## config.mk

```make
export PLATFORM = sky130hd
export DESIGN_NAME = sbus_frame_decoder_unit
export DESIGN_NICKNAME = d
export VERILOG_FILES = /design/src/sbfd_pkg.sv /design/src/sbfd_store.sv /design/src/sbfd_seq.sv /design/src/sbfd_post.sv /design/src/sbus_frame_decoder_unit.sv
export SDC_FILE = /design/constraint.sdc
export NUM_CORES = 1
export LEC_CHECK = 0
export ABC_AREA = 1
export BUFFER_PORTS_ARGS = -buffer_cell sky130_fd_sc_hd__buf_2
export CORE_MARGIN = 4
export CORE_UTILIZATION = 55
export CTS_CLUSTER_DIAMETER = 80
export DETAILED_ROUTE_END_ITERATION = 7
export GPL_TIMING_DRIVEN = 0
export PLACE_DENSITY_LB_ADDON = 0.25
export SLEW_MARGIN = 15
export SYNTH_ARGS = -nofsm -noshare
export SYNTH_HDL_FRONTEND = slang
export SYNTH_SLANG_ARGS = --single-unit
```

## constraint.sdc

```tcl
create_clock -name clk -period 4.65 [get_ports clk]
set_input_delay 0.93 -clock clk [delete_from_list [all_inputs] [get_ports clk]]
set_output_delay 0.93 -clock clk [all_outputs]
set_load 0.02 [all_outputs]
```

## src/sbfd_pkg.sv

```systemverilog
// ----------------------------------------------------------------------------
// sbfd_pkg
// Types and constants of the serial-bus frame decoder.
// ----------------------------------------------------------------------------
package sbfd_pkg;

  localparam int FRAME_BYTES = 24;
  localparam int CHANNELS    = 16;
  localparam int CODE_W      = 11;
  localparam int OFS_W       = 12;
  localparam int PAYLOAD_W   = CHANNELS * CODE_W;
  localparam int WPOS_W      = 5;
  localparam int IDX_W       = 4;
  localparam int REG_IDX_W   = 3;

  localparam logic [7:0] HEADER_CODE = 8'h0F;
  localparam logic [7:0] FLAG_CODE   = 8'h00;

  localparam logic ACT_BYTE = 1'b0;
  localparam logic ACT_IDLE = 1'b1;

  localparam logic [REG_IDX_W-1:0] REG_LOSS_LIMIT   = 3'd0;
  localparam logic [REG_IDX_W-1:0] REG_STICK_CENTER = 3'd1;
  localparam logic [REG_IDX_W-1:0] REG_KNOB_BASE    = 3'd2;
  localparam logic [REG_IDX_W-1:0] REG_SWITCH_UP    = 3'd3;
  localparam logic [REG_IDX_W-1:0] REG_SWITCH_MID   = 3'd4;
  localparam logic [REG_IDX_W-1:0] REG_SWITCH_DOWN  = 3'd5;

  localparam logic [7:0]        RST_LOSS_LIMIT   = 8'd50;
  localparam logic [CODE_W-1:0] RST_STICK_CENTER = 11'd992;
  localparam logic [CODE_W-1:0] RST_KNOB_BASE    = 11'd192;
  localparam logic [CODE_W-1:0] RST_SWITCH_UP    = 11'd192;
  localparam logic [CODE_W-1:0] RST_SWITCH_MID   = 11'd992;
  localparam logic [CODE_W-1:0] RST_SWITCH_DOWN  = 11'd1792;

  localparam logic [7:0] LOSS_MAX = 8'hFF;

  localparam logic [1:0] SW_UP    = 2'd0;
  localparam logic [1:0] SW_MID   = 2'd1;
  localparam logic [1:0] SW_DOWN  = 2'd2;
  localparam logic [1:0] SW_NONE  = 2'd3;

  localparam logic [IDX_W-1:0] CH_SW3_A = 4'd4;
  localparam logic [IDX_W-1:0] CH_SW3_B = 4'd7;
  localparam logic [IDX_W-1:0] CH_SW2_A = 4'd5;
  localparam logic [IDX_W-1:0] CH_SW2_B = 4'd6;
  localparam logic [IDX_W-1:0] CH_LAST  = 4'd15;

  typedef enum logic [1:0] {
    S_IDLE,
    S_EMIT,
    S_STATUS
  } seq_state_t;

  typedef struct packed {
    logic       action;
    logic [7:0] byte_value;
  } in_t;

  typedef struct packed {
    logic                    frame_valid;
    logic                    connected;
    logic [IDX_W-1:0]        channel_index;
    logic [CODE_W-1:0]       channel_value;
    logic signed [OFS_W-1:0] center_offset;
    logic signed [OFS_W-1:0] knob_offset;
    logic [1:0]              switch_position;
    logic                    last;
  } out_t;

  typedef struct packed {
    logic                 hdr_ok;
    logic [PAYLOAD_W-1:0] payload;
  } frame_t;

  typedef struct packed {
    logic              frame_valid;
    logic              connected;
    logic              last;
    logic [IDX_W-1:0]  index;
    logic [CODE_W-1:0] value;
  } beat_t;

endpackage

```

## src/sbfd_store.sv

```systemverilog
// ----------------------------------------------------------------------------
// sbfd_store
// Byte capture register file with write pointer and frame check.
// ----------------------------------------------------------------------------
module sbfd_store (
  input  logic              clk,
  input  logic              rst_n,
  input  logic              byte_we,
  input  logic [7:0]        byte_in,
  input  logic              frame_end,
  output sbfd_pkg::frame_t  frame
);

  logic [7:0]                   bytes_r   [sbfd_pkg::FRAME_BYTES];
  logic [7:0]                   bytes_nxt [sbfd_pkg::FRAME_BYTES];
  logic [sbfd_pkg::WPOS_W-1:0]  wpos_r;
  logic [sbfd_pkg::WPOS_W-1:0]  wpos_nxt;

  always_comb begin
    bytes_nxt = bytes_r;
    wpos_nxt  = wpos_r;
    for (int i = 0; i < sbfd_pkg::FRAME_BYTES; i++) begin
      if (byte_we && wpos_r == sbfd_pkg::WPOS_W'(i)) begin
        bytes_nxt[i] = byte_in;
      end
    end
    if (frame_end) begin
      wpos_nxt = '0;
    end else if (byte_we && wpos_r < sbfd_pkg::WPOS_W'(sbfd_pkg::FRAME_BYTES)) begin
      wpos_nxt = wpos_r + 1'b1;
    end
  end

  always_ff @(posedge clk) begin
    if (!rst_n) begin
      for (int i = 0; i < sbfd_pkg::FRAME_BYTES; i++) begin
        bytes_r[i] <= '0;
      end
      wpos_r <= '0;
    end else begin
      bytes_r <= bytes_nxt;
      wpos_r  <= wpos_nxt;
    end
  end

  always_comb begin
    frame.hdr_ok = (bytes_r[0] == sbfd_pkg::HEADER_CODE) &&
                   (bytes_r[sbfd_pkg::FRAME_BYTES-1] == sbfd_pkg::FLAG_CODE);
    frame.payload = '0;
    for (int i = 1; i < sbfd_pkg::FRAME_BYTES - 1; i++) begin
      frame.payload[8*(i-1) +: 8] = bytes_r[i];
    end
  end

endmodule

```

## src/sbfd_seq.sv

```systemverilog
// ----------------------------------------------------------------------------
// sbfd_seq
// Frame sequencer: link status and a shared shifter that peels one channel
// per beat off the frame payload.
// ----------------------------------------------------------------------------
module sbfd_seq (
  input  logic              clk,
  input  logic              rst_n,
  input  logic              frame_end,
  input  sbfd_pkg::frame_t  frame,
  input  logic [7:0]        loss_limit,
  input  logic              beat_ready,
  output logic              busy,
  output logic              beat_valid,
  output sbfd_pkg::beat_t   beat
);

  sbfd_pkg::seq_state_t              state_r;
  sbfd_pkg::seq_state_t              state_nxt;
  logic [sbfd_pkg::PAYLOAD_W-1:0]    shift_r;
  logic [sbfd_pkg::PAYLOAD_W-1:0]    shift_nxt;
  logic [sbfd_pkg::IDX_W-1:0]        idx_r;
  logic [sbfd_pkg::IDX_W-1:0]        idx_nxt;
  logic [7:0]                        loss_r;
  logic [7:0]                        loss_nxt;
  logic                              link_r;
  logic                              link_nxt;
  logic [7:0]                        loss_inc;

  assign loss_inc = (loss_r == sbfd_pkg::LOSS_MAX) ? loss_r : loss_r + 8'd1;

  always_comb begin
    state_nxt = state_r;
    case (state_r)
      sbfd_pkg::S_IDLE: begin
        if (frame_end) begin
          state_nxt = frame.hdr_ok ? sbfd_pkg::S_EMIT : sbfd_pkg::S_STATUS;
        end
      end
      sbfd_pkg::S_EMIT: begin
        if (beat_ready && idx_r == sbfd_pkg::CH_LAST) begin
          state_nxt = sbfd_pkg::S_IDLE;
        end
      end
      sbfd_pkg::S_STATUS: begin
        if (beat_ready) begin
          state_nxt = sbfd_pkg::S_IDLE;
        end
      end
      default: begin
        state_nxt = sbfd_pkg::S_IDLE;
      end
    endcase
  end

  always_comb begin
    shift_nxt  = shift_r;
    idx_nxt    = idx_r;
    loss_nxt   = loss_r;
    link_nxt   = link_r;
    busy       = 1'b1;
    beat_valid = 1'b0;
    case (state_r)
      sbfd_pkg::S_IDLE: begin
        busy = 1'b0;
        if (frame_end) begin
          shift_nxt = frame.payload;
          idx_nxt   = '0;
          if (frame.hdr_ok) begin
            loss_nxt = '0;
            link_nxt = 1'b1;
          end else begin
            loss_nxt = loss_inc;
            link_nxt = (loss_inc >= loss_limit) ? 1'b0 : link_r;
          end
        end
      end
      sbfd_pkg::S_EMIT: begin
        beat_valid = 1'b1;
        if (beat_ready) begin
          shift_nxt = shift_r >> sbfd_pkg::CODE_W;
          idx_nxt   = idx_r + 1'b1;
        end
      end
      sbfd_pkg::S_STATUS: begin
        beat_valid = 1'b1;
      end
      default: begin
        busy = 1'b1;
      end
    endcase
  end

  always_comb begin
    beat.frame_valid = (state_r == sbfd_pkg::S_EMIT);
    beat.connected   = link_r;
    beat.last        = (state_r == sbfd_pkg::S_STATUS) || (idx_r == sbfd_pkg::CH_LAST);
    beat.index       = idx_r;
    beat.value       = shift_r[sbfd_pkg::CODE_W-1:0];
  end

  always_ff @(posedge clk) begin
    if (!rst_n) begin
      state_r <= sbfd_pkg::S_IDLE;
      idx_r   <= '0;
      loss_r  <= '0;
      link_r  <= 1'b0;
    end else begin
      state_r <= state_nxt;
      idx_r   <= idx_nxt;
      loss_r  <= loss_nxt;
      link_r  <= link_nxt;
    end
  end

  always_ff @(posedge clk) begin
    shift_r <= shift_nxt;
  end

endmodule

```

## src/sbfd_post.sv

```systemverilog
// ----------------------------------------------------------------------------
// sbfd_post
// Offset and switch decode of one channel beat into the output register.
// ----------------------------------------------------------------------------
module sbfd_post (
  input  logic                         clk,
  input  logic                         rst_n,
  input  logic                         beat_valid,
  input  sbfd_pkg::beat_t              beat,
  input  logic [sbfd_pkg::CODE_W-1:0]  stick_center,
  input  logic [sbfd_pkg::CODE_W-1:0]  knob_base,
  input  logic [sbfd_pkg::CODE_W-1:0]  switch_up_code,
  input  logic [sbfd_pkg::CODE_W-1:0]  switch_mid_code,
  input  logic [sbfd_pkg::CODE_W-1:0]  switch_down_code,
  input  logic                         out_ready,
  output logic                         beat_ready,
  output logic                         out_valid,
  output sbfd_pkg::out_t               out_data
);

  logic            out_valid_r;
  logic            out_valid_nxt;
  sbfd_pkg::out_t  out_data_r;
  sbfd_pkg::out_t  out_data_nxt;
  sbfd_pkg::out_t  res;
  logic [1:0]      sw_pos;
  logic            three_pos;
  logic            two_pos;

  assign three_pos = (beat.index == sbfd_pkg::CH_SW3_A) || (beat.index == sbfd_pkg::CH_SW3_B);
  assign two_pos   = (beat.index == sbfd_pkg::CH_SW2_A) || (beat.index == sbfd_pkg::CH_SW2_B);

  always_comb begin
    sw_pos = sbfd_pkg::SW_NONE;
    if (three_pos) begin
      if (beat.value == switch_up_code) begin
        sw_pos = sbfd_pkg::SW_UP;
      end else if (beat.value == switch_mid_code) begin
        sw_pos = sbfd_pkg::SW_MID;
      end else if (beat.value == switch_down_code) begin
        sw_pos = sbfd_pkg::SW_DOWN;
      end
    end else if (two_pos) begin
      if (beat.value == switch_up_code) begin
        sw_pos = sbfd_pkg::SW_UP;
      end else if (beat.value == switch_down_code) begin
        sw_pos = sbfd_pkg::SW_DOWN;
      end
    end
  end

  always_comb begin
    res.frame_valid     = beat.frame_valid;
    res.connected       = beat.connected;
    res.last            = beat.last;
    res.channel_index   = '0;
    res.channel_value   = '0;
    res.center_offset   = '0;
    res.knob_offset     = '0;
    res.switch_position = sbfd_pkg::SW_NONE;
    if (beat.frame_valid) begin
      res.channel_index   = beat.index;
      res.channel_value   = beat.value;
      res.center_offset   = $signed({1'b0, beat.value} - {1'b0, stick_center});
      res.knob_offset     = $signed({1'b0, beat.value} - {1'b0, knob_base});
      res.switch_position = sw_pos;
    end
  end

  assign beat_ready = !out_valid_r || out_ready;

  always_comb begin
    out_valid_nxt = out_valid_r;
    out_data_nxt  = out_data_r;
    if (beat_ready) begin
      out_valid_nxt = beat_valid;
      if (beat_valid) begin
        out_data_nxt = res;
      end
    end
  end

  always_ff @(posedge clk) begin
    if (!rst_n) begin
      out_valid_r <= 1'b0;
    end else begin
      out_valid_r <= out_valid_nxt;
    end
  end

  always_ff @(posedge clk) begin
    out_data_r <= out_data_nxt;
  end

  assign out_valid = out_valid_r;
  assign out_data  = out_data_r;

endmodule

```

## src/sbus_frame_decoder_unit.sv

```systemverilog
// Data byte beats are taken while the block is idle; an idle-line beat keeps
// the block busy through 16 channel beats from one shared shifter on a good
// frame or one status beat on a bad one, plus any stall from the result side.
// The first result is registered in the sequencer state, then in the output register.
// Synchronous active-low reset clears the frame bytes, the link state and
// loads the default register values.
// ----------------------------------------------------------------------------
// sbus_frame_decoder_unit
// Serial-bus frame decoder: collects frame bytes and emits decoded channels.
// ----------------------------------------------------------------------------
module sbus_frame_decoder_unit (
  input  logic                            clk,
  input  logic                            rst_n,
  input  logic                            in_valid,
  output logic                            in_ready,
  input  sbfd_pkg::in_t                   in_data,
  output logic                            out_valid,
  input  logic                            out_ready,
  output sbfd_pkg::out_t                  out_data,
  input  logic                            cfg_we,
  input  logic [sbfd_pkg::REG_IDX_W-1:0]  cfg_index,
  input  logic [sbfd_pkg::CODE_W-1:0]     cfg_wdata
);

  logic [7:0]                 loss_limit_r;
  logic [7:0]                 loss_limit_nxt;
  logic [sbfd_pkg::CODE_W-1:0] stick_center_r;
  logic [sbfd_pkg::CODE_W-1:0] stick_center_nxt;
  logic [sbfd_pkg::CODE_W-1:0] knob_base_r;
  logic [sbfd_pkg::CODE_W-1:0] knob_base_nxt;
  logic [sbfd_pkg::CODE_W-1:0] sw_up_r;
  logic [sbfd_pkg::CODE_W-1:0] sw_up_nxt;
  logic [sbfd_pkg::CODE_W-1:0] sw_mid_r;
  logic [sbfd_pkg::CODE_W-1:0] sw_mid_nxt;
  logic [sbfd_pkg::CODE_W-1:0] sw_down_r;
  logic [sbfd_pkg::CODE_W-1:0] sw_down_nxt;

  logic              busy;
  logic              in_take;
  logic              byte_we;
  logic              frame_end;
  logic              beat_valid;
  logic              beat_ready;
  sbfd_pkg::frame_t  frame;
  sbfd_pkg::beat_t   beat;

  assign in_ready  = !busy;
  assign in_take   = in_valid && in_ready;
  assign byte_we   = in_take && (in_data.action == sbfd_pkg::ACT_BYTE);
  assign frame_end = in_take && (in_data.action == sbfd_pkg::ACT_IDLE);

  always_comb begin
    loss_limit_nxt   = loss_limit_r;
    stick_center_nxt = stick_center_r;
    knob_base_nxt    = knob_base_r;
    sw_up_nxt        = sw_up_r;
    sw_mid_nxt       = sw_mid_r;
    sw_down_nxt      = sw_down_r;
    if (cfg_we) begin
      case (cfg_index)
        sbfd_pkg::REG_LOSS_LIMIT:   loss_limit_nxt   = cfg_wdata[7:0];
        sbfd_pkg::REG_STICK_CENTER: stick_center_nxt = cfg_wdata;
        sbfd_pkg::REG_KNOB_BASE:    knob_base_nxt    = cfg_wdata;
        sbfd_pkg::REG_SWITCH_UP:    sw_up_nxt        = cfg_wdata;
        sbfd_pkg::REG_SWITCH_MID:   sw_mid_nxt       = cfg_wdata;
        sbfd_pkg::REG_SWITCH_DOWN:  sw_down_nxt      = cfg_wdata;
        default: begin
          loss_limit_nxt = loss_limit_r;
        end
      endcase
    end
  end

  always_ff @(posedge clk) begin
    if (!rst_n) begin
      loss_limit_r   <= sbfd_pkg::RST_LOSS_LIMIT;
      stick_center_r <= sbfd_pkg::RST_STICK_CENTER;
      knob_base_r    <= sbfd_pkg::RST_KNOB_BASE;
      sw_up_r        <= sbfd_pkg::RST_SWITCH_UP;
      sw_mid_r       <= sbfd_pkg::RST_SWITCH_MID;
      sw_down_r      <= sbfd_pkg::RST_SWITCH_DOWN;
    end else begin
      loss_limit_r   <= loss_limit_nxt;
      stick_center_r <= stick_center_nxt;
      knob_base_r    <= knob_base_nxt;
      sw_up_r        <= sw_up_nxt;
      sw_mid_r       <= sw_mid_nxt;
      sw_down_r      <= sw_down_nxt;
    end
  end

  sbfd_store u_store (
    .clk       (clk),
    .rst_n     (rst_n),
    .byte_we   (byte_we),
    .byte_in   (in_data.byte_value),
    .frame_end (frame_end),
    .frame     (frame)
  );

  sbfd_seq u_seq (
    .clk        (clk),
    .rst_n      (rst_n),
    .frame_end  (frame_end),
    .frame      (frame),
    .loss_limit (loss_limit_r),
    .beat_ready (beat_ready),
    .busy       (busy),
    .beat_valid (beat_valid),
    .beat       (beat)
  );

  sbfd_post u_post (
    .clk              (clk),
    .rst_n            (rst_n),
    .beat_valid       (beat_valid),
    .beat             (beat),
    .stick_center     (stick_center_r),
    .knob_base        (knob_base_r),
    .switch_up_code   (sw_up_r),
    .switch_mid_code  (sw_mid_r),
    .switch_down_code (sw_down_r),
    .out_ready        (out_ready),
    .beat_ready       (beat_ready),
    .out_valid        (out_valid),
    .out_data         (out_data)
  );

endmodule

```

* Word-level counts from Yosys, hierarchy flattened
Index checks and enable logic that the tools add are counted.
Operators by class: reductions and logical operators 54, multiply operators 0, $lt $le $gt $ge 2, divide/modulo/power cells 0, shift-type cells 0, mux-type cells 22, add/sub/neg operators 5, bitwise operators 2, equal/unequal tests 44
Operators with widths (count):
- $mux W176 | 2
- $pmux W176 S2 | 1
- $eq A5 B4 Y1 const B | 8
- $eq A5 B5 Y1 const B | 8
- $eq A11 B11 Y1 | 3
- $logic_and A1 B1 Y1 | 30
- $sub A11 B11 Y12 | 2
- $eq A5 B3 Y1 const B | 4
- $mux W2 | 9
- $eq A4 B3 Y1 const B | 4
- $mux W8 | 2
- $reduce_and A2 Y1 | 8
- $eq A5 B2 Y1 const B | 2
- $reduce_and A3 Y1 | 3
- $add A8 B1 Y8 const B | 1
- $eq A8 B4 Y1 const B | 1
- $eq A8 B8 Y1 const B | 1
- $ge A8 B8 Y1 | 1
- $logic_not A8 Y1 | 1
- $mux W4 | 2
- $pmux W4 S2 | 1
- $eq A3 B2 Y1 const B | 2
- $eq A3 B3 Y1 const B | 2
- $pmux W2 S3 | 1
- other kinds (19) | 30
Word-level totals: bits in writable memories 0, bits in registers 496, latch bits 0, memories 0, bits in read-only memories 0, output and inout port bits 46, logic and storage cells 174

* Logic depth before layout (Yosys ltp)
Gate-level depths: netlist (run 1).
word-level depth 5, mapped depth 18, mapped depth without buffers 18

* Modules after synthesis
A second synthesis (run 1) with hierarchy kept.
Second synthesis, totals: cells, all modules 2989, area, all modules 23393.7 um^2
By module, submodules not included:
- sbfd_store | times used 1, cells an instance 1298, seq. area each 3943.8 um^2, area each 9007.4 um^2
- sbfd_seq | times used 1, cells an instance 905, seq. area each 5585.4 um^2, area each 8607.0 um^2
- sbfd_post | times used 1, cells an instance 429, seq. area each 1341.3 um^2, area each 3275.6 um^2
- sbus_frame_decoder_unit | times used 1, cells an instance 357, seq. area each 1261.2 um^2, area each 2503.7 um^2

* Least setup slack after synthesis (run 1)
OpenSTA, ideal clock, no wires.
path type input port to flip-flop, from in in_data[8] in the netlist's numbering, to reg u_seq.shift_r[0] in the netlist's numbering, enable pin, buffers on the path 0, path slack -0.017 ns, stages on the path 4, data arrival time 4.167 ns, library setup time 0.500 ns, cells stage by stage nand3_2 -> nand2_1 -> nand2_1 -> a21oi_4
On the way: longest elaborated chain between the ends 3
RTL lines:
- from (decl) | line sbus_frame_decoder_unit.sv:16 | input sbfd_pkg::in_t in_data,
- $logic_and A1 B1 Y1 | line sbus_frame_decoder_unit.sv:50 | assign frame_end = in_take && (in_data.action == sbfd_pkg::ACT_IDLE);
- $ne A2 B1 Y1 (no source line)
- $reduce_and A3 Y1 (no source line)
- to (signal assigned) | line sbfd_seq.sv:117 | shift_r <= shift_nxt;
- to (decl) | line sbfd_seq.sv:20 | logic [sbfd_pkg::PAYLOAD_W-1:0] shift_r;
Every way passes these cells. A chain may end at the register's enable or synchronous reset.

==> results of run 1 <==
[power breakdown]
part / internal, mW / switching [mW] / total [mW]
logic: 0.835 / 2.12 / 2.96
registers: 5.51 / 0.280 / 5.79
clock network: 2.27 / 1.65 / 3.92
[worst min-delay path by stage]
stage                     cells past startpoint  slack [ns]                      startpoint                             end
after floorplan                               0        0.41       u_seq.link_r$_SDFFE_PN0P_   u_post.out_data[42]$_DFFE_PP_
after global placement                        2        0.43  u_store.frame[67]$_SDFFE_PN0P_  u_store.frame[67]$_SDFFE_PN0P_
after detailed placement                      2        0.44  u_store.frame[59]$_SDFFE_PN0P_  u_store.frame[59]$_SDFFE_PN0P_
after CTS                                     2        0.45  u_store.frame[59]$_SDFFE_PN0P_  u_store.frame[59]$_SDFFE_PN0P_
after global routing                          2        0.46  u_store.frame[71]$_SDFFE_PN0P_  u_store.frame[71]$_SDFFE_PN0P_
final                                         2        0.44  u_store.frame[74]$_SDFFE_PN0P_  u_store.frame[74]$_SDFFE_PN0P_
[cells by family after synthesis]
kind of cell	synth area share (%)
AND/OR/NAND/NOR	20.8
XOR/XNOR	1.09
buffers and inverters	6.14
flip-flops	57.9
adder cells (fa/ha/maj)	2.76
AO/OA/AOI/OAI	11.3
[sequential cells by signal, indices dropped and copies added (netlist names)]
name,cells
u_store.wpos_r,5
u_seq.idx_r,4
u_seq.loss_r,8
sw_up_r,11
u_store.frame,176
stick_center_r,11
u_post.out_data,44
sw_mid_r,11
loss_limit_r,8
u_seq.state_r,2
u_store.bytes_r,16
u_seq.shift_r,176
u_post.out_valid,1
knob_base_r,11
sw_down_r,11
u_seq.link_r,1
[cells in the final DEF (no fill, tap or decap), drive strengths merged]
cell type	Yosys	final
o22ai	1	1
a21boi	4	4
clkinvlp	0	1
nand3	44	44
o21ai	306	306
clkinv	11	21
nand4	10	10
or2	7	7
o21a	1	1
ha	43	43
edfxtp	220	220
xor2	4	4
fa	2	2
inv	204	205
nand3b	2	2
a21oi	125	125
clkbuf	61	142
nand2	613	613
xnor2	22	22
nor3	7	7
a31oi	5	5
nor2	400	400
a211oi	1	1
o211ai	12	12
buf	42	123
a211o	2	2
dfxtp	276	276
[worst max-delay path: cells and delay by family, from the launching register on]
kind            cells  cell delay, ns
fa+ha+maj           1            0.41
flops               1            0.32
buf+inv             6            1.38
compound gates      1            0.61
[cell usage after synthesis, types with 6 or more instances]
master and number:
sky130_fd_sc_hd__a21oi_1 124, sky130_fd_sc_hd__buf_1 13, sky130_fd_sc_hd__buf_2 23, sky130_fd_sc_hd__buf_6 6, sky130_fd_sc_hd__clkbuf_1 61, sky130_fd_sc_hd__clkinv_2 9
sky130_fd_sc_hd__dfxtp_1 276, sky130_fd_sc_hd__edfxtp_1 220, sky130_fd_sc_hd__ha_1 43, sky130_fd_sc_hd__inv_1 196, sky130_fd_sc_hd__inv_2 7, sky130_fd_sc_hd__nand2_1 598
sky130_fd_sc_hd__nand2_4 13, sky130_fd_sc_hd__nand3_1 42, sky130_fd_sc_hd__nand4_1 10, sky130_fd_sc_hd__nor2_1 394, sky130_fd_sc_hd__nor3_1 7, sky130_fd_sc_hd__o211ai_1 12
sky130_fd_sc_hd__o21ai_0 287, sky130_fd_sc_hd__o21ai_1 14, sky130_fd_sc_hd__or2_2 6, sky130_fd_sc_hd__xnor2_1 22
[cell type report]
type	instances	area [sq um]	area share, %
Buffer	103	460	1.93
Clock buffer	81	1540	6.48
Clock inverter	12	65.1	0.273
Inverter	215	826	3.47
Multi-Input combinational cell	1611	7560	31.8
Sequential cell	496	12100	51.0
Tap cell	511	639	2.69
Timing Repair Buffer	81	573	2.41
[layer usage]
metal / vias to the layer above / share of wire, % / wire [um] / GRT usage (%)
li1: 8125 / - / - / -
met1: 7791 / 43 / 23500 / 36.8
met2: 656 / 45 / 24500 / 41.0
met3: 120 / 7.7 / 4170 / 3.69
met4: 0 / 3.4 / 1850 / 10.0
met5: - / 0 / 0 / 0
==> reports/qor.json, run 1 <==
{
  "outcome": {"value": "finished clean"},
  "final.period_utilization": {"value": 65.6, "unit": "%"},
  "cts_max_level": {"value": 2},
  "place_congestion": {"value": 0.917},
  "die_height": {"value": 203, "unit": "um"},
  "cts_tree": {"value": "done"},
  "detailed_place_hpwl": {"value": 38100, "unit": "um"},
  "rsz0062_at_grt": {"value": "no"},
  "critPathCaptureType": {"value": "register"},
  "detailedRoute.firstPassIterationCount": {"value": 5},
  "regToRegEndpoint": {"value": "u_seq.shift_r[79]$_DFFE_PP_"},
  "finish.net_count": {"value": 2631},
  "dp_cells": {"value": 3017},
  "totalPowerFinal": {"value": 12.7, "unit": "mW"},
  "area.growth.synth_to_final": {"value": 13.5, "unit": "%"},
  "synth_area_leader_cell": {"value": "sky130_fd_sc_hd__edfxtp_1"},
  "total_leakage_power": {"value": 9.92, "unit": "nW"},
  "worst_ep_required_time": {"value": 4.93, "unit": "ns"},
  "globalRoute.totalOverflow": {"value": 0},
  "grt_first_pass_wirelength": {"value": 85300, "unit": "um"},
  "drc": {"value": 0},
  "fp_rows": {"value": 71},
  "numClockSinks": {"value": 496},
  "timing.final.ws_setup": {"value": 1.60, "unit": "ns"},
  "max-vdd-ir-drop": {"value": 0.350, "unit": "mV"},
  "instances_no_fill": {"value": 3110},
  "maximum_number_of_pins_on_one_net_before_global_route_repair": {"value": 32},
  "setup.worst_path.end": {"value": "u_seq.shift_r[79]$_DFFE_PP_"},
  "synth_area_leaders": {"value": "sky130_fd_sc_hd__edfxtp_1, sky130_fd_sc_hd__dfxtp_1, sky130_fd_sc_hd__nand2_1"},
  "dr.first_iter.drc_count": {"value": 1551},
  "max_slew_margin": {"value": 34.0, "unit": "%"},
  "post_cts_buffers": {"value": 0},
  "worst_path_most_repeated_cell": {"value": "sky130_fd_sc_hd__buf_16"},
  "pre_cts_slack": {"value": 1.59, "unit": "ns"},
  "n_fill_cell": {"value": 3186},
  "syn_avg_cell_area": {"value": 8.64, "unit": "sq um"},
  "synth_enable_flop_cells": {"value": 220},
  "crit_slowest_cell": {"value": "sky130_fd_sc_hd__a21oi_4"},
  "timing.critical_path.from_type": {"value": "register"},
  "cells_along_the_critical_path": {"value": "inv_1 > ha_1 > buf_2 > clkinv_1 > a21oi_4 > buf_12 > buf_16 > buf_16"},
  "syn-cell-area": {"value": 0.0210, "unit": "sq mm"},
  "max-cap-violations": {"value": 0},
  "yosysTopAreaCellShare": {"value": 31.5, "unit": "%"},
  "number_of_global_route_vias_before_repair": {"value": 15900},
  "die-width": {"value": 203, "unit": "um"},
  "clock_skew": {"value": 0.00847, "unit": "ns"},
  "clk-insertion-delay-late": {"value": 0.58, "unit": "ns"},
  "fp.dieArea": {"value": 0.0413, "unit": "sq mm"},
  "synth_cells": {"value": 2425},
  "worstHoldPathType": {"value": "reg -> reg"},
  "fmax": {"value": 0.328, "unit": "GHz"},
  "stdcell_area": {"value": 0.0238, "unit": "sq mm"},
  "antenna_found_initial": {"value": 1},
  "hold_violations": {"value": 0},
  "total_power_density_per_cell_area": {"value": 532, "unit": "mW/mm^2"},
  "number_of_distinct_library_cells_after_synthesis": {"value": 43},
  "ant_nets": {"value": 0},
  "design.portCount": {"value": 74},
  "port_buffers": {"value": 72},
  "avgRoutedWirePerCell": {"value": 17.3, "unit": "um"},
  "finalSetupTns": {"value": 0, "unit": "ns"},
  "core-area": {"value": 0.0377, "unit": "sq mm"},
  "crit_path_start": {"value": "u_seq.state_r[1]$_SDFFE_PN0P_"},
  "insertedDiodeCount": {"value": 0},
  "clockRootBuffer": {"value": "sky130_fd_sc_hd__clkbuf_16"},
  "critical_path.reg2reg.startpoint": {"value": "u_seq.state_r[1]$_SDFFE_PN0P_"},
  "setup_viol": {"value": 0},
  "detailroute.via_count": {"value": 16700},
  "post_route_cells_drive_above_1_share": {"value": 9.12, "unit": "%"},
  "tightest_slew": {"value": 0.989, "unit": "ns"},
  "class_of_the_most_critical_setup_path": {"value": "reg -> reg"},
  "postSynthRegisterBits": {"value": 496},
  "mappedNetlistNets": {"value": 2498},
  "finalMaxSlewViolations": {"value": 0},
  "tritoncts.num_buffers": {"value": 50},
  "synth_seq_area_share": {"value": 57.9, "unit": "%"},
  "grt_util_all_layers": {"value": 26.0, "unit": "%"},
  "critPathArrivalTime": {"value": 3.33, "unit": "ns"},
  "async_set_reset_flop_share_out_of_synthesis": {"value": 0, "unit": "%"},
  "post_cts_resized": {"value": 0},
  "synth-warning-count": {"value": 0},
  "clkSlewWorstSetupHoldPaths": {"value": 0.06, "unit": "ns"},
  "finalWirelength": {"value": 53900, "unit": "um"},
  "ff2ff_path_depth": {"value": 8},
  "cpPeakStageDelay": {"value": 0.61, "unit": "ns"},
  "final.hold.worst_slack": {"value": 0.444, "unit": "ns"},
  "min_cycle_time_layout": {"value": 3.05, "unit": "ns"},
  "cts_buffer_depth": {"value": 3},
  "post_dp_cell_area": {"value": 0.0222, "unit": "sq mm"},
  "initial_core_utilization": {"value": 55.7, "unit": "%"},
  "maximum_fanout_along_the_worst_path": {"value": 26},
  "ys.flop_type": {"value": "sky130_fd_sc_hd__dfxtp_1"},
  "viasPerCell": {"value": 5.37},
  "ctsHoldBuffers": {"value": 0},
  "reg2reg_setup_slack": {"value": 1.60, "unit": "ns"},
  "post-route-util": {"value": 63.2, "unit": "%"}
}
No activity file was read; power rests on OpenSTA's default activity.
==> inputs of run 2 (changes only) <==
Settings changed: ABC_AREA 1 to 0.
Clock period 4.65 ns to 3 ns, I/O delays scaled along.
==> reports/qor.json, run 2 <==
{
  "outcome": {"value": "finished clean", "change": "unchanged"},
  "numClockSinks": {"value": 496, "change": "unchanged"},
  "clockRootBuffer": {"value": "sky130_fd_sc_hd__clkbuf_16", "change": "unchanged"},
  "finish.net_count": {"value": 2129, "change": "was 2631"},
  "timing.critical_path.from_type": {"value": "register", "change": "unchanged"},
  "fp.dieArea": {"value": 0.0416, "unit": "sq mm", "change": "was 0.0413 sq mm"},
  "synth_seq_area_share": {"value": 57.5, "unit": "%", "change": "was 57.9%"},
  "core-area": {"value": 0.0378, "unit": "sq mm", "change": "was 0.0377 sq mm"},
  "area.growth.synth_to_final": {"value": 13.9, "unit": "%", "change": "was 13.5%"},
  "setup_viol": {"value": 0, "change": "unchanged"},
  "pre_cts_slack": {"value": -0.403, "unit": "ns", "change": "was 1.59 ns"},
  "synth_common_cells": {"value": "sky130_fd_sc_hd__nand2_1, sky130_fd_sc_hd__dfxtp_1, sky130_fd_sc_hd__edfxtp_1", "change": "was sky130_fd_sc_hd__nand2_1, sky130_fd_sc_hd__nor2_1, sky130_fd_sc_hd__o21ai_0"},
  "critPathCaptureType": {"value": "register", "change": "unchanged"},
  "detailed_place_hpwl": {"value": 35400, "unit": "um", "change": "was 38100 um"},
  "dr.first_iter.drc_count": {"value": 1187, "change": "was 1551"},
  "stdcell_area": {"value": 0.0240, "unit": "sq mm", "change": "was 0.0238 sq mm"},
  "timing.final.ws_setup": {"value": 0.250, "unit": "ns", "change": "was 1.60 ns"},
  "drc": {"value": 0, "change": "unchanged"},
  "worstHoldPathType": {"value": "in -> reg", "change": "was reg -> reg"},
  "place_congestion": {"value": 0.858, "change": "was 0.917"},
  "grt_first_pass_wirelength": {"value": 80500, "unit": "um", "change": "was 85300 um"},
  "maximum_number_of_pins_on_one_net_before_global_route_repair": {"value": 33, "change": "was 32"},
  "mostFrequentLayoutCell": {"value": "sky130_fd_sc_hd__nand2_1", "change": "unchanged"},
  "clkSlewWorstSetupHoldPaths": {"value": 0.06, "unit": "ns", "change": "about the same"},
  "most_frequently_used_cell_type_in_the_post_synthesis_netlist": {"value": "sky130_fd_sc_hd__nand2_1", "change": "unchanged"},
  "rsz0062_at_grt": {"value": "no", "change": "unchanged"},
  "die-width": {"value": 204, "unit": "um", "change": "was 203 um"},
  "number_of_distinct_library_cells_after_synthesis": {"value": 58, "change": "was 43"},
  "crit_slowest_cell": {"value": "sky130_fd_sc_hd__ha_1", "change": "was sky130_fd_sc_hd__a21oi_4"},
  "synth_area_leader_cell": {"value": "sky130_fd_sc_hd__edfxtp_1", "change": "unchanged"},
  "post_route_cells_drive_above_1_share": {"value": 18.3, "unit": "%", "change": "was 9.12%"},
  "design.portCount": {"value": 74, "change": "unchanged"},
  "class_of_the_most_critical_setup_path": {"value": "reg -> reg", "change": "unchanged"},
  "cts_max_level": {"value": 2, "change": "unchanged"},
  "number_of_global_route_vias_before_repair": {"value": 14600, "change": "was 15.9k"},
  "synth_cells": {"value": 1923, "change": "was 2425"},
  "final.period_utilization": {"value": 91.7, "unit": "%", "change": "was 65.6%"},
  "ys.flop_type": {"value": "sky130_fd_sc_hd__dfxtp_1", "change": "unchanged"},
  "total_leakage_power": {"value": 8.66, "unit": "nW", "change": "was 9.92 nW"},
  "clk-insertion-delay-late": {"value": 0.58, "unit": "ns", "change": "about the same"},
  "finalMaxSlewViolations": {"value": 0, "change": "unchanged"},
  "initial_core_utilization": {"value": 55.9, "unit": "%", "change": "was 55.7%"},
  "port_buffers": {"value": 64, "change": "was 72"},
  "synth-warning-count": {"value": 0, "change": "unchanged"},
  "max-cap-violations": {"value": 0, "change": "unchanged"},
  "insertedDiodeCount": {"value": 0, "change": "unchanged"},
  "ant_nets": {"value": 0, "change": "unchanged"},
  "total_power_density_per_cell_area": {"value": 618, "unit": "mW/mm^2", "change": "was 532 mW/mm^2"},
  "viasPerCell": {"value": 5.73, "change": "was 5.37"},
  "tightest_slew": {"value": 0.864, "unit": "ns", "change": "was 0.989 ns"},
  "detailedRoute.firstPassIterationCount": {"value": 5, "change": "unchanged"},
  "critPathArrivalTime": {"value": 3.04, "unit": "ns", "change": "was 3.33 ns"},
  "fp_rows": {"value": 71, "change": "unchanged"},
  "cts_buffer_depth": {"value": 3, "change": "unchanged"},
  "syn-cell-area": {"value": 0.0211, "unit": "sq mm", "change": "was 0.0210 sq mm"},
  "synth_area_leaders": {"value": "sky130_fd_sc_hd__edfxtp_1, sky130_fd_sc_hd__dfxtp_1, sky130_fd_sc_hd__mux2_2", "change": "was sky130_fd_sc_hd__edfxtp_1, sky130_fd_sc_hd__dfxtp_1, sky130_fd_sc_hd__nand2_1"},
  "cts_tree": {"value": "done", "change": "unchanged"},
  "postSynthRegisterBits": {"value": 496, "change": "unchanged"},
  "cpPeakStageDelay": {"value": 0.36, "unit": "ns", "change": "was 0.61 ns"},
  "die_height": {"value": 204, "unit": "um", "change": "was 203 um"},
  "max-vdd-ir-drop": {"value": 0.479, "unit": "mV", "change": "was 0.350 mV"},
  "yosysTopAreaCellShare": {"value": 31.3, "unit": "%", "change": "was 31.5%"},
  "worst_ep_required_time": {"value": 3.29, "unit": "ns", "change": "was 4.93 ns"},
  "clock_skew": {"value": 0.0113, "unit": "ns", "change": "was 0.00847 ns"},
  "maximum_fanout_along_the_worst_path": {"value": 14, "change": "was 26"},
  "post_dp_cell_area": {"value": 0.0223, "unit": "sq mm", "change": "was 0.0222 sq mm"},
  "finalWirelength": {"value": 51400, "unit": "um", "change": "was 53900 um"},
  "max_slew_margin": {"value": 42.4, "unit": "%", "change": "was 34.0%"},
  "finalSetupTns": {"value": 0, "unit": "ns", "change": "unchanged"},
  "n_fill_cell": {"value": 2980, "change": "was 3186"},
  "min_cycle_time_layout": {"value": 2.75, "unit": "ns", "change": "was 3.05 ns"},
  "grt_util_all_layers": {"value": 24.4, "unit": "%", "change": "was 26.0%"},
  "async_set_reset_flop_share_out_of_synthesis": {"value": 0, "unit": "%", "change": "unchanged"},
  "final.hold.worst_slack": {"value": 0.359, "unit": "ns", "change": "was 0.444 ns"},
  "avgRoutedWirePerCell": {"value": 19.7, "unit": "um", "change": "was 17.3 um"},
  "detailroute.via_count": {"value": 14900, "change": "was 16.7k"},
  "layout_common_cells": {"value": "sky130_fd_sc_hd__nand2_1, sky130_fd_sc_hd__dfxtp_1, sky130_fd_sc_hd__edfxtp_1", "change": "was sky130_fd_sc_hd__nand2_1, sky130_fd_sc_hd__nor2_1, sky130_fd_sc_hd__o21ai_0"},
  "tritoncts.num_buffers": {"value": 50, "change": "unchanged"},
  "synth_enable_flop_cells": {"value": 220, "change": "unchanged"},
  "mappedNetlistNets": {"value": 1996, "change": "was 2498"},
  "fmax": {"value": 0.364, "unit": "GHz", "change": "was 0.328 GHz"},
  "globalRoute.totalOverflow": {"value": 0, "change": "unchanged"},
  "cells_along_the_critical_path": {"value": "inv_2 > ha_1 > nand2b_1 > a22oi_2 > buf_8 > buf_6 > buf_8 > buf_6 > buf_6 > buf_6 > buf_8", "change": "was inv_1 > ha_1 > buf_2 > clkinv_1 > a21oi_4 > buf_12 > buf_16 > buf_16"},
  "worst_path_most_repeated_cell": {"value": "sky130_fd_sc_hd__buf_6", "change": "was sky130_fd_sc_hd__buf_16"},
  "antenna_found_initial": {"value": 1, "change": "unchanged"},
  "syn_avg_cell_area": {"value": 11.0, "unit": "sq um", "change": "was 8.64 sq um"},
  "hold_violations": {"value": 0, "change": "unchanged"}
}
-- run 2: cell families after synthesis --
| family | share of synthesized area (%) |
|---|---|
| compound gates | 10.3 |
| fa+ha+maj | 2.74 |
| mux | 9.39 |
| xor+xnor | 1.99 |
| buf+inv | 3.33 |
| flops | 57.5 |
| simple gates | 14.7 |
-- run 2: final timing paths --
path	startpoint	slack, ns	cells past startpoint	endpoint
worst max-delay path	u_seq.state_r[1]$_SDFFE_PN0P_	0.25	11	u_seq.shift_r[16]$_DFFE_PP_
worst min-delay path	cfg_wdata[10]	0.36	3	knob_base_r[10]$_SDFFE_PN0P_
worst max register to register	u_seq.state_r[1]$_SDFFE_PN0P_	0.25	11	u_seq.shift_r[16]$_DFFE_PP_
worst min register to register	u_store.bytes_r[184]$_SDFFE_PN0P_	0.45	2	u_store.bytes_r[184]$_SDFFE_PN0P_
-- run 2: per-layer routing --
layer,GRT usage (%),up-vias,wire length (um)
met5,0,-,0
met4,7.44,0,1480
met3,4.16,107,3250
met2,40.5,469,24600
met1,33.1,7304,22100
li1,-,7055,-
-- run 2: layout make-up --
| type | instances | area, sq um | area share (%) |
|---|---|---|---|
| multi-input combinational | 1258 | 8300 | 34.5 |
| tap | 511 | 639 | 2.66 |
| clock buffer | 71 | 1480 | 6.14 |
| timing repair buffer | 82 | 547 | 2.27 |
| inverter | 43 | 161 | 0.671 |
| sequential | 496 | 12100 | 50.5 |
| buffer | 125 | 547 | 2.27 |
| clock inverter | 22 | 235 | 0.978 |
-- run 2: worst max-delay path: cells and delay by family, from the launching register on --
| family | cells | cell delay, ns |
|---|---|---|
| DFF | 1 | 0.32 |
| buffers and inverters | 8 | 1.35 |
| and+or+nand+nor | 1 | 0.12 |
| adders and majority gates | 1 | 0.36 |
| AOI/OAI and AO/OA | 1 | 0.27 |
-- run 2: per-stage QoR --
| stage | utilization [%] | power [mW] | instances |
|---|---|---|---|
| 2_1_floorplan | - | 8.16 | 1923 |
| 6_report | 63.7 | 14.9 | 2608 |
| 3_3_place_gp | 58.5 | 8.52 | 2498 |
| 3_5_place_dp | 59.1 | 8.55 | 2514 |
| 4_1_cts | 63.7 | 14.9 | 2608 |
| 5_1_grt | 63.7 | 15.3 | 2608 |
-- run 2: power breakdown --
group	switching (mW)	internal [mW]	leakage, nW	total, mW
sequential	0.107	7.31	4.33	7.41
combinational	0.686	0.316	3.47	1.00
clock	2.59	3.85	0.851	6.45
total	3.39	11.5	8.66	14.9
-- run 2: timing repair --
item / in CTS / in global routing
hold buffers: 0 / 0
setup endpoints to repair: 76 / 14
buffers inserted: 1 / 1
gates resized for setup: 0 / 0
pin swaps: 1 / 1
